===== config.mk =====
export PLATFORM = sky130hd
export DESIGN_NAME = unique_value_set_table
export DESIGN_NICKNAME = d
export VERILOG_FILES = /design/src/rtl/core/ust_pkg.sv /design/src/rtl/core/ust_mem.sv /design/src/rtl/core/ust_ctrl.sv /design/src/rtl/core/unique_value_set_table.sv
export SDC_FILE = /design/constraint.sdc
export NUM_CORES = 1
export LEC_CHECK = 0
export ABC_AREA = 1
export BUFFER_PORTS_ARGS = -buffer_cell sky130_fd_sc_hd__buf_4
export CAP_MARGIN = 10
export CORE_AREA = 5 5 271 273
export DETAILED_ROUTE_END_ITERATION = 6
export DIE_AREA = 0 0 276 278
export PLACE_DENSITY = 0.66
export SYNTH_ARGS = -nofsm -noshare
export SYNTH_HDL_FRONTEND = slang
export SYNTH_SLANG_ARGS = --single-unit

===== constraint.sdc =====
create_clock -name clock -period 5.9 [get_ports clock]
set_input_delay 0.295 -clock clock [delete_from_list [all_inputs] [get_ports clock]]
set_output_delay 0.295 -clock clock [all_outputs]
set_load 0.02 [all_outputs]

===== src/rtl/core/ust_pkg.sv =====
// Shared types and codes for the unique value set table.
`default_nettype none

package ust_pkg;

   localparam int KindBits     = 2;
   localparam int ItemBits     = 32;
   localparam int PosBits      = 4;
   localparam int CountOutBits = 5;
   localparam int StatusBits   = 2;

   localparam logic [KindBits-1:0] KIND_ADD      = 2'd0;
   localparam logic [KindBits-1:0] KIND_REMOVE   = 2'd1;
   localparam logic [KindBits-1:0] KIND_CONTAINS = 2'd2;
   localparam logic [KindBits-1:0] KIND_READ     = 2'd3;

   localparam logic [StatusBits-1:0] STATUS_OK    = 2'd0;
   localparam logic [StatusBits-1:0] STATUS_FULL  = 2'd1;
   localparam logic [StatusBits-1:0] STATUS_RANGE = 2'd2;

   typedef struct packed {
      logic [StatusBits-1:0]   status;
      logic [CountOutBits-1:0] entry_count;
      logic [ItemBits-1:0]     read_value;
      logic [PosBits-1:0]      found_position;
      logic                    found;
   } rsp_type;

endpackage

`default_nettype wire


===== src/rtl/core/ust_mem.sv =====
// Entry store: one write port and one read port with registered read data.
`default_nettype none

module ust_mem #(
   parameter int DEPTH = 16,
   parameter int WIDTH = 32,
   parameter int ABITS = 4
) (
   input  wire logic             clock,
   input  wire logic             we,
   input  wire logic [ABITS-1:0] waddr,
   input  wire logic [WIDTH-1:0] wdata,
   input  wire logic             re,
   input  wire logic [ABITS-1:0] raddr,
   output logic      [WIDTH-1:0] rdata
);

   logic [WIDTH-1:0] mem_ff [DEPTH];
   logic [WIDTH-1:0] rdata_ff;

   always_ff @(posedge clock) begin
      if (we) begin
         mem_ff[waddr] <= wdata;
      end
      if (re) begin
         rdata_ff <= mem_ff[raddr];
      end
   end

   assign rdata = rdata_ff;

endmodule

`default_nettype wire


===== src/rtl/core/ust_ctrl.sv =====
// Sequencer: linear search, append, compacting shift and positional read.
`default_nettype none

module ust_ctrl #(
   parameter int CAPACITY   = 16,
   parameter int VALUE_BITS = 32,
   parameter int CNT_BITS   = 5,
   parameter int ADDR_BITS  = 4
) (
   input  wire logic                              clock,
   input  wire logic                              reset,
   input  wire logic                              req_valid,
   output logic                                   req_ready,
   input  wire logic [ust_pkg::KindBits-1:0]      req_kind,
   input  wire logic [ust_pkg::ItemBits-1:0]      req_value,
   input  wire logic [ust_pkg::PosBits-1:0]       req_position,
   output logic                                   res_valid,
   input  wire logic                              res_take,
   output ust_pkg::rsp_type                       res,
   output logic                                   mem_re,
   output logic      [ADDR_BITS-1:0]              mem_raddr,
   input  wire logic [VALUE_BITS-1:0]             mem_rdata,
   output logic                                   mem_we,
   output logic      [ADDR_BITS-1:0]              mem_waddr,
   output logic      [VALUE_BITS-1:0]             mem_wdata
);
   import ust_pkg::*;

   typedef enum logic [2:0] {
      ST_IDLE,
      ST_SCAN,
      ST_RDWAIT,
      ST_SHIFT,
      ST_DONE
   } state_type;

   state_type               state_ff, state_in;
   logic [KindBits-1:0]     kind_ff, kind_in;
   logic [VALUE_BITS-1:0]   val_ff, val_in;
   logic [CNT_BITS-1:0]     count_ff, count_in;
   logic [CNT_BITS-1:0]     iss_ff, iss_in;
   logic [CNT_BITS-1:0]     cmp_ff, cmp_in;
   logic                    cmpv_ff, cmpv_in;
   logic [CNT_BITS-1:0]     wr_ff, wr_in;
   logic                    shv_ff, shv_in;
   logic                    found_ff, found_in;
   logic [PosBits-1:0]      fpos_ff, fpos_in;
   logic [ItemBits-1:0]     rval_ff, rval_in;
   logic [StatusBits-1:0]   status_ff, status_in;

   logic [63:0]             req_wide;
   logic [63:0]             rd_wide;
   logic [31:0]             pos_wide;
   logic [31:0]             cmp_wide;
   logic [31:0]             cnt_wide;
   logic                    issue;

   assign req_wide = {32'b0, req_value};
   assign rd_wide  = 64'(mem_rdata);
   assign pos_wide = 32'(req_position);
   assign cmp_wide = 32'(cmp_ff);
   assign cnt_wide = 32'(count_ff);

   always_comb begin
      state_in  = state_ff;
      kind_in   = kind_ff;
      val_in    = val_ff;
      count_in  = count_ff;
      iss_in    = iss_ff;
      cmp_in    = cmp_ff;
      cmpv_in   = 1'b0;
      wr_in     = wr_ff;
      shv_in    = 1'b0;
      found_in  = found_ff;
      fpos_in   = fpos_ff;
      rval_in   = rval_ff;
      status_in = status_ff;
      mem_re    = 1'b0;
      mem_raddr = iss_ff[ADDR_BITS-1:0];
      mem_we    = 1'b0;
      mem_waddr = wr_ff[ADDR_BITS-1:0];
      mem_wdata = mem_rdata;
      issue     = 1'b0;

      unique case (state_ff)
         ST_IDLE: begin
            if (req_valid) begin
               kind_in   = req_kind;
               val_in    = req_wide[VALUE_BITS-1:0];
               found_in  = 1'b0;
               fpos_in   = '0;
               rval_in   = '0;
               status_in = STATUS_OK;
               iss_in    = '0;
               if (req_kind == KIND_READ) begin
                  if (pos_wide < cnt_wide) begin
                     mem_re    = 1'b1;
                     mem_raddr = pos_wide[ADDR_BITS-1:0];
                     state_in  = ST_RDWAIT;
                  end else begin
                     status_in = STATUS_RANGE;
                     state_in  = ST_DONE;
                  end
               end else begin
                  state_in = ST_SCAN;
               end
            end
         end

         ST_SCAN: begin
            // One read is issued per cycle; its data is compared in the next cycle.
            issue = iss_ff < count_ff;
            if (cmpv_ff && (mem_rdata == val_ff)) begin
               found_in = 1'b1;
               fpos_in  = cmp_wide[PosBits-1:0];
               if (kind_ff == KIND_REMOVE) begin
                  iss_in   = cmp_ff + CNT_BITS'(1);
                  state_in = ST_SHIFT;
               end else begin
                  state_in = ST_DONE;
               end
            end else if (!cmpv_ff && !issue) begin
               if (kind_ff == KIND_ADD) begin
                  if (cnt_wide >= CAPACITY) begin
                     status_in = STATUS_FULL;
                  end else begin
                     mem_we    = 1'b1;
                     mem_waddr = count_ff[ADDR_BITS-1:0];
                     mem_wdata = val_ff;
                     count_in  = count_ff + CNT_BITS'(1);
                  end
               end
               state_in = ST_DONE;
            end else begin
               mem_re  = issue;
               cmp_in  = iss_ff;
               cmpv_in = issue;
               if (issue) begin
                  iss_in = iss_ff + CNT_BITS'(1);
               end
            end
         end

         ST_SHIFT: begin
            // Entry i+1 is read, then written back to position i.
            issue = iss_ff < count_ff;
            if (shv_ff) begin
               mem_we = 1'b1;
            end
            if (issue) begin
               mem_re  = 1'b1;
               wr_in   = iss_ff - CNT_BITS'(1);
               shv_in  = 1'b1;
               iss_in  = iss_ff + CNT_BITS'(1);
            end else if (!shv_ff) begin
               count_in = count_ff - CNT_BITS'(1);
               state_in = ST_DONE;
            end
         end

         ST_RDWAIT: begin
            rval_in  = rd_wide[ItemBits-1:0];
            state_in = ST_DONE;
         end

         ST_DONE: begin
            if (res_take) begin
               state_in = ST_IDLE;
            end
         end

         default: begin
            state_in = ST_IDLE;
         end
      endcase
   end

   always_ff @(posedge clock) begin
      if (reset) begin
         state_ff <= ST_IDLE;
         count_ff <= '0;
         cmpv_ff  <= 1'b0;
         shv_ff   <= 1'b0;
      end else begin
         state_ff <= state_in;
         count_ff <= count_in;
         cmpv_ff  <= cmpv_in;
         shv_ff   <= shv_in;
      end
      kind_ff   <= kind_in;
      val_ff    <= val_in;
      iss_ff    <= iss_in;
      cmp_ff    <= cmp_in;
      wr_ff     <= wr_in;
      found_ff  <= found_in;
      fpos_ff   <= fpos_in;
      rval_ff   <= rval_in;
      status_ff <= status_in;
   end

   assign req_ready = (state_ff == ST_IDLE);
   assign res_valid = (state_ff == ST_DONE);

   always_comb begin
      res.found          = found_ff;
      res.found_position = fpos_ff;
      res.read_value     = rval_ff;
      res.entry_count    = cnt_wide[CountOutBits-1:0];
      res.status         = status_ff;
   end

endmodule

`default_nettype wire


===== src/rtl/core/unique_value_set_table.sv =====
// Top level of the unique value set table: stream ports, sequencer, entry store.
`default_nettype none

// A set of distinct values kept packed at positions 0 to count-1 of a single
// on-chip memory with one write port and one registered read port. Each
// request carries an operation in tuser: add appends the value unless it is
// already present (status full when the table holds CAPACITY entries),
// remove deletes it and moves every later entry down one place, contains
// reports whether and where the value is present, and read returns the
// entry at a position (status out of range at or beyond count). Every
// response carries the entry count after the operation. Requests are handled
// one at a time. Add, remove and contains search linearly through the memory
// at one read per cycle and compare each entry against the registered read
// data. Remove of a present value then moves the later entries down, each
// cycle reading one entry and writing the previous one back. A read in
// range reads the memory and returns the registered entry; a read out of
// range responds without a memory read. The next request is accepted only
// after the response has moved into the output register; the slowest
// request is removing any entry but the last from a full table. A finished
// response waits in an output register, so the next request is taken
// while the previous response is still pending. After reset the table is
// empty and no clearing pass is needed, because only positions below count
// are read.
module unique_value_set_table #(
   parameter int CAPACITY   = 16,
   parameter int VALUE_BITS = 32
) (
   input  wire logic        clock,
   input  wire logic        reset,
   input  wire logic        req_tvalid,
   output logic             req_tready,
   // Fields from bit 0: item_value[31:0], position[35:32], zero fill[39:36].
   input  wire logic [39:0] req_tdata,
   // Fields from bit 0: kind[1:0].
   input  wire logic [1:0]  req_tuser,
   output logic             rsp_tvalid,
   input  wire logic        rsp_tready,
   // Fields from bit 0: found[0], found_position[4:1], read_value[36:5],
   // entry_count[41:37], status[43:42], zero fill[47:44].
   output logic      [47:0] rsp_tdata
);
   import ust_pkg::*;

   // Count runs up to CAPACITY itself; addresses only reach CAPACITY-1.
   localparam int CntBits  = $clog2(CAPACITY + 1);
   localparam int AddrBits = (CAPACITY > 1) ? $clog2(CAPACITY) : 1;

   logic                  res_valid;
   logic                  res_take;
   rsp_type               res;
   logic                  mem_re;
   logic [AddrBits-1:0]   mem_raddr;
   logic [VALUE_BITS-1:0] mem_rdata;
   logic                  mem_we;
   logic [AddrBits-1:0]   mem_waddr;
   logic [VALUE_BITS-1:0] mem_wdata;

   logic                  rsp_valid_ff, rsp_valid_in;
   rsp_type               rsp_data_ff, rsp_data_in;
   logic                  slot_free;

   ust_ctrl #(
      .CAPACITY   (CAPACITY),
      .VALUE_BITS (VALUE_BITS),
      .CNT_BITS   (CntBits),
      .ADDR_BITS  (AddrBits)
   ) u_ctrl (
      .clock        (clock),
      .reset        (reset),
      .req_valid    (req_tvalid),
      .req_ready    (req_tready),
      .req_kind     (req_tuser),
      .req_value    (req_tdata[31:0]),
      .req_position (req_tdata[35:32]),
      .res_valid    (res_valid),
      .res_take     (res_take),
      .res          (res),
      .mem_re       (mem_re),
      .mem_raddr    (mem_raddr),
      .mem_rdata    (mem_rdata),
      .mem_we       (mem_we),
      .mem_waddr    (mem_waddr),
      .mem_wdata    (mem_wdata)
   );

   ust_mem #(
      .DEPTH (CAPACITY),
      .WIDTH (VALUE_BITS),
      .ABITS (AddrBits)
   ) u_mem (
      .clock (clock),
      .we    (mem_we),
      .waddr (mem_waddr),
      .wdata (mem_wdata),
      .re    (mem_re),
      .raddr (mem_raddr),
      .rdata (mem_rdata)
   );

   // The output register takes a new response whenever it is empty or its
   // current response is being taken in the same cycle.
   assign slot_free = !rsp_valid_ff || rsp_tready;
   assign res_take  = res_valid && slot_free;

   always_comb begin
      rsp_valid_in = rsp_valid_ff;
      rsp_data_in  = rsp_data_ff;
      if (res_take) begin
         rsp_valid_in = 1'b1;
         rsp_data_in  = res;
      end else if (rsp_tready) begin
         rsp_valid_in = 1'b0;
      end
   end

   always_ff @(posedge clock) begin
      if (reset) begin
         rsp_valid_ff <= 1'b0;
      end else begin
         rsp_valid_ff <= rsp_valid_in;
      end
      rsp_data_ff <= rsp_data_in;
   end

   assign rsp_tvalid = rsp_valid_ff;
   assign rsp_tdata  = {4'b0, rsp_data_ff};

endmodule

`default_nettype wire


# --- Word-level counts from Yosys, hierarchy flattened ---
# Memory sizes are Yosys's and may differ from the RTL's. A register that Yosys moved wholly into a read port is not among the register bits.
# Cells that the tools add are included.
word_totals:
  word_cells: 147
  memories: 1
  mem_bits_rw: 512
  output_inout_bits: 50
  input_bits: 46
  ff_bits: 142
  latch_bits: 0
  rom_bits: 0
memory_table:
  columns: ["name", "words", "word_bits", "rd", "rd_clocked_by_memory_dff", "wr", "line", "source"]
  rows:
  - ["u_mem.mem_ff", 16, 32, 1, 1, 1, "ust_mem.sv:18", "logic [WIDTH-1:0] mem_ff [DEPTH];"]
classes:
  addsub: 5
  shift: 0
  n_bitwise: 4
  n_eq_ne: 20
  mul: 0
  n_lt_le_gt_ge: 3
  n_mux: 70
  n_div: 0
  n_reduce_logical: 25
op_table:
  columns: ["op", "n"]
  rows:
  - ["32-bit 2-to-1 mux", 6]
  - ["32-bit case mux with 2 select lines", 1]
  - ["5-bit 2-to-1 mux", 11]
  - ["4-bit 2-to-1 mux", 11]
  - ["32-bit == test", 1]
  - ["3-bit 2-to-1 mux", 9]
  - ["1-bit 2-to-1 mux", 17]
  - ["5-bit by 1-bit adder with 5-bit output, second input constant", 3]
  - ["3-bit case mux with 5 select lines", 1]
  - ["5-bit case mux with 3 select lines", 1]
  - ["2-bit 2-to-1 mux", 7]
  - ["2-bit by 1-bit != test with 1-bit output, second input constant", 5]
  - ["2-bit != test, second input constant", 5]
  - ["5-bit case mux with 2 select lines", 1]
  - ["4-bit case mux with 2 select lines", 1]
  - ["2-bit nonzero test", 4]
  - ["7-bit AND reduction", 1]
  - ["3-bit by 2-bit == test with 1-bit output, second input constant", 2]
  - ["2-bit AND reduction", 3]
  - ["3-bit AND reduction", 2]
  - ["6-bit AND reduction", 1]
  - ["5-bit greater-or-equal comparator, second input constant", 1]
  - ["4-bit by 5-bit < comparator with 1-bit output", 1]
  - ["5-bit < comparator", 1]
  - ["22 further kinds", 31]

# --- Longest topological paths before layout ---
depth:
  ltp_word: 8
  depth_mapped: 18
  mapped_depth_nobuf: 15

# --- Modules after synthesis ---
# Synthesis repeated with hierarchy kept, for this count alone.
unflattened:
  cells_unflattened: 2766
  hier_area_um2: 29642.2
by_module_without_submodules:
  columns: ["mod", "instances", "cells_each", "area_each_um2", "seq_area_each_um2"]
  rows:
  - ["ust_mem", 1, 2120, 23050.9, 16335.7]
  - ["ust_ctrl", 1, 591, 5188.7, 2812.7]
  - ["unique_value_set_table", 1, 55, 1402.6, 1341.3]

# --- Worst setup path after synthesis ---
# Ideal clock, no wire load.
synth_timing:
  path_kind: "register to register"
  startpoint: "register u_ctrl.state_ff[2]"
  endpoint: "register rsp_data_ff (netlist bit rsp_tdata[0]), enable pin"
  t_arrival_ns: 4.692
  stages_incl_launch_ff: 3
  required_time_ns: 5.345
  setup_slack_ns: 0.653
  path_cell_list: "dfxtp_1 -> inv_1 -> nor4_1"
synth_between:
  elab_chain_cells: 2
synth_lines:
  columns: ["item", "line", "source"]
  rows:
  - ["start: declaration", "ust_ctrl.sv:37", "state_type state_ff, state_in;"]
  - ["start signal: assignment", "ust_ctrl.sv:185", "state_ff <= state_in;"]
  - ["3-bit == test", "ust_ctrl.sv:202", "assign res_valid = (state_ff == ST_DONE);"]
  - ["1-bit logical AND", "unique_value_set_table.sv:103", "assign res_take = res_valid && slot_free;"]
  - ["via res_take", "unique_value_set_table.sv:49", "logic res_take;"]
  - ["end signal: assignment", "unique_value_set_table.sv:122", "rsp_data_ff <= rsp_data_in;"]
  - ["end: declaration", "unique_value_set_table.sv:59", "rsp_type rsp_data_ff, rsp_data_in;"]
# The timed path passes the listed nets, and every way through them passes these cells.
# A chain may end at the register's enable or synchronous reset.

# --- Worst setup path after layout ---
layout_timing:
  startpoint: "register u_ctrl.count_ff[4]"
  endpoint: "memory u_mem.mem_ff[3][9], enable pin"
layout_between:
  elab_chain_cells: 8
  elab_cells_between_ends: 16
layout_lines:
  columns: ["item", "line", "source"]
  rows:
  - ["start: declaration", "ust_ctrl.sv:40", "logic [CNT_BITS-1:0] count_ff, count_in;"]
  - ["start signal: assignment", "ust_ctrl.sv:186", "count_ff <= count_in;"]
  - ["5-bit greater-or-equal comparator / 5-bit < comparator (equally long branches)", "ust_ctrl.sv:124, ust_ctrl.sv:112", null]
  - ["1-bit 2-to-1 mux / 1-bit zero test (equally long branches)", "ust_ctrl.sv:124, ust_ctrl.sv:122", null]
  - ["1-bit 2-to-1 mux / 1-bit logical AND (equally long branches)", "ust_ctrl.sv:123, ust_ctrl.sv:122", null]
  - ["1-bit 2-to-1 mux", "ust_ctrl.sv:122", "end else if (!cmpv_ff && !issue) begin"]
  - ["1-bit 2-to-1 mux", "ust_ctrl.sv:113", "if (cmpv_ff && (mem_rdata == val_ff)) begin"]
  - ["1-bit case mux with 2 select lines", "ust_ctrl.sv:85", "unique case (state_ff)"]
  - ["1-bit 2-to-1 mux", "ust_mem.sv:22", "if (we) begin"]
  - ["1-bit 2-to-1 mux (not written as such)", "ust_mem.sv:23", "mem_ff[waddr] <= wdata;"]
  - ["end: declaration", "ust_mem.sv:18", null]
# Parallel ways exist; a longest one is shown, timed or not.

==> PnR_summary.wiki <==
{| class="wikitable"
! Metric !! Value
|-
| Final Hold Vio Count || 0
|-
| Clock Sinks || 686
|-
| Row count || 98
|-
| Number of warnings issued by yosys || 0
|-
| Flop-to-flop setup slack || 1720 ps
|-
| Die area || 76730 µm²
|-
| Number of setup violations in the final report || 0
|-
| Antenna viol nets, final || 0
|-
| Hold path start || req_tvalid
|-
| Headroom to the max-slew limit || 0.2150
|-
| Leading area contributor after synthesis || sky130_fd_sc_hd__edfxtp_1
|-
| Root cell of the clock tree || sky130_fd_sc_hd__clkbuf_16
|-
| Crit path max fanout || 21
|-
| Via count of the routed design || 20000
|-
| Cells after DPL || 3791
|-
| Wire length after detailed routing || approximately 74 mm
|-
| # H-tree levels || 3
|-
| Most area-consuming cells after synthesis || sky130_fd_sc_hd__edfxtp_1, sky130_fd_sc_hd__nand3_1, sky130_fd_sc_hd__nand2_1, sky130_fd_sc_hd__inv_1, sky130_fd_sc_hd__nand3b_1
|-
| Wire length of the first global-routing pass || 113.2 mm
|-
| Via count of the first global-routing pass || 19170
|-
| Average instance area after synthesis || 10.73 µm²
|-
| Class of the tightest hold or removal check || in -> reg
|-
| Gate count of the mapped netlist || roughly 2800
|-
| Worst vdd rail ir drop || around 0.00030 V
|-
| Worst setup SP type || flop
|-
| Antenna diode instance count || 0
|-
| Worst Hold Margin || slightly above 200 ps
|-
| Worst hold path endpoint || u_ctrl.state_ff[0]
|-
| Final Max Tran Viols || 0
|-
| Synthesis-stage register bit count || 686
|-
| Die Wd || between 200 and 300 µm
|-
| Die Span Y || about 280 µm
|-
| Unique cell type count in the Yosys netlist || 36
|-
| FF+latch area || 20490 µm²
|-
| Area growth syn-to-layout || 15.08%
|-
| Main flop type after synthesis || sky130_fd_sc_hd__edfxtp_1
|-
| Initial core utilization || 0.4258
|-
| Worst path required time || roughly 6000 ps
|-
| Run status || completed
|-
| Max Clock Skew || 18.86 ps
|-
| Max-cap violation count || 0
|-
| Maximum number of pins on one net before global-route repair || 132
|-
| Cell depth of the worst min-delay path || 5
|-
| Cell depth of the worst flop-to-flop path || 13
|-
| Number of buffers inserted during clock tree synthesis || 69
|-
| Final cell count without fillers || 3950
|-
| Vias per cell || about 5.1
|-
| Sequential share of the synthesized area || 0.6789
|-
| Number of antenna violations at the first check in global routing || 6
|-
| NumNets Final || 3009
|-
| Core outline area || 70870 µm²
|-
| Maximum operating frequency || 239.5 MHz
|-
| Worst Max-Slew Pin Slew || 1176 ps
|-
| Number of flops mapped to enable cells by yosys || 675
|-
| DR pass1 iterations || 5
|-
| Leading cell type by number of instances after synthesis || sky130_fd_sc_hd__edfxtp_1
|-
| Period Utilization, post-route || 0.7077
|-
| Clock slew at the register clock pins of the worst setup and hold paths || around 60 ps
|-
| Maximum root-to-sink buffer count || 3
|-
| Filler Cells Inserted || 6182
|-
| Pleak || between 10 and 15 nW
|-
| Most numerous cell types in the synthesized netlist || sky130_fd_sc_hd__edfxtp_1, sky130_fd_sc_hd__nand2_1, sky130_fd_sc_hd__nand3_1
|-
| R2r startpoint || u_ctrl.count_ff[4]
|-
| Reg-to-reg endpoint || u_mem.mem_ff[3][9]
|-
| Crit. End Element || flop
|-
| Power per standard cell area || 440.3 nW/µm²
|-
| Area occupied by multi-input gates || 7224 µm²
|-
| Remaining Overflow, GRT || 0
|-
| Area share of the largest cell type after synthesis || 0.6716
|-
| Critical Path AT || 4460 ps
|-
| Final critical-path required period || 4175 ps
|-
| Total Negative Setup Slacks || 0 ps
|-
| Count of input and output buffers || 87
|-
| Total GRT Usage || 0.1893
|-
| Class of the most critical setup path || reg -> reg
|-
| Placed wire-length estimate after detailed placement || ~43 mm
|-
| I/O pin count || 96
|-
| CTS-repair resized insts || 0
|-
| Proportion of register bits with asynchronous set or reset after synthesis || 0
|-
| Residual DRC count || 0
|-
| Clock tree from TritonCTS || done
|-
| Unrepaired setup endpoints after global routing || false
|-
| Fraction of final layout cells sized beyond drive strength 1 || 0.09800
|-
| DR WL/cell || approximately 19 µm
|-
| Count of routing violations after the opening detailed-route iteration || 1690
|-
| Gp weighted congestion || 0.8995
|-
| Area of the mapped netlist || 30180 µm²
|-
| Clock network latency to the later pin of the worst-skew pair || 620 ps
|}
## state kept, by name, indices dropped and copies added, names as in the netlist, 5 cells and up
register	count
u_ctrl.count_ff	5
u_ctrl.val_ff	32
rsp_tdata	44
u_ctrl.cmp_ff	5
u_mem.mem_ff	512
u_ctrl.iss_ff	5
u_mem.rdata	32
u_ctrl.rval_ff	32
## per-stage QoR
step	utilization	power, mW	setup WS, ps	cell area [µm²]
floorplan	-	9.352	652.8	30190
CTS	0.4899	15.35	1686	34720
finish	0.4900	15.29	1725	34730
global placement	0.4533	10.92	1791	32130
detailed placement	0.4533	10.97	1738	32130
global route	0.4900	16.07	1369	34730
## cell usage in the layout (no fill, tap or decap), types with 14 or more instances in the layout
master,Yosys,layout
sky130_fd_sc_hd__nand3b_1,97,97
sky130_fd_sc_hd__dlygate4sd3_1,0,36
sky130_fd_sc_hd__edfxtp_1,675,675
sky130_fd_sc_hd__nand4_1,22,22
sky130_fd_sc_hd__nand3_1,544,543
sky130_fd_sc_hd__inv_1,526,526
sky130_fd_sc_hd__o21ai_0,40,40
sky130_fd_sc_hd__a21oi_1,20,20
sky130_fd_sc_hd__clkinv_1,1,14
sky130_fd_sc_hd__nor2_1,125,109
sky130_fd_sc_hd__nand2_1,547,545
sky130_fd_sc_hd__nor2_4,1,17
sky130_fd_sc_hd__clkbuf_16,0,70
sky130_fd_sc_hd__buf_4,24,156
## cell type report
cell class | instances | share of cell area
tap | 950 | 0.03422
multi-input combinational | 1468 | 0.2080
clock inverter | 43 | 0.01265
inverter | 528 | 0.05706
sequential | 686 | 0.5900
timing repair buffer | 196 | 0.04640
clock buffer | 79 | 0.05170
## power by group
| group | leakage, nW | switching, mW | internal [mW] |
|---|---|---|---|
| sequential | 6.23 | 0.166 | 6.15 |
| clock | 1.09 | 1.81 | 2.54 |
| combinational | 6.96 | 3.35 | 1.28 |
## logic make-up after synthesis
logic type | count (synthesis) | share of synthesized area
AO/OA/AOI/OAI | 71 | 0.01235
XOR/XNOR | 24 | 0.006965
adder cells (fa/ha/maj) | 14 | 0.006053
buffers and inverters | 662 | 0.08830
flip-flops | 686 | 0.6789
other | 1 | 0.0001243
AND/OR/NAND/NOR | 1355 | 0.2073
## critical path: stages (launching register included)
cell and delay (ps):
sky130_fd_sc_hd__dfxtp_1 470, sky130_fd_sc_hd__inv_1 110, sky130_fd_sc_hd__ha_1 330, sky130_fd_sc_hd__nand2_1 60, sky130_fd_sc_hd__nor2_1 90, sky130_fd_sc_hd__o21ai_0 100
sky130_fd_sc_hd__nand3_2 160, sky130_fd_sc_hd__inv_1 80, sky130_fd_sc_hd__nor2_1 190, sky130_fd_sc_hd__nand3_2 200, sky130_fd_sc_hd__o21ai_0 510, sky130_fd_sc_hd__nand3_1 310
sky130_fd_sc_hd__nor2_4 790, sky130_fd_sc_hd__buf_4 410
## what timing repair did
| item | in CTS | in global routing |
|---|---|---|
| hold buffers | 36 | 0 |
| buffers inserted | 0 | 0 |
| hold endpoints to repair | 43 | 0 |
## layer usage
layer,wire length [µm],vias up,global-route usage
met5,30,-,0
met4,2568,4,0.07658
met3,5470,178,0.02819
met2,35230,771,0.3147
met1,30820,9448,0.2525
li1,-,9601,-
## worst max path at each step
stage,end,depth (start not counted),startpoint,slack [ps]
after floorplan,rsp_tdata[0],2,u_ctrl.state_ff[2],650
after global placement,u_mem.mem_ff[3][16],13,u_ctrl.count_ff[4],1790
after detailed placement,u_mem.mem_ff[3][16],13,u_ctrl.count_ff[4],1740
after CTS,u_mem.mem_ff[3][9],13,u_ctrl.count_ff[4],1690
after global routing,u_mem.mem_ff[14][14],13,u_ctrl.count_ff[4],1370
final,u_mem.mem_ff[3][9],13,u_ctrl.count_ff[4],1720
(Power assumes the default switching activity.)
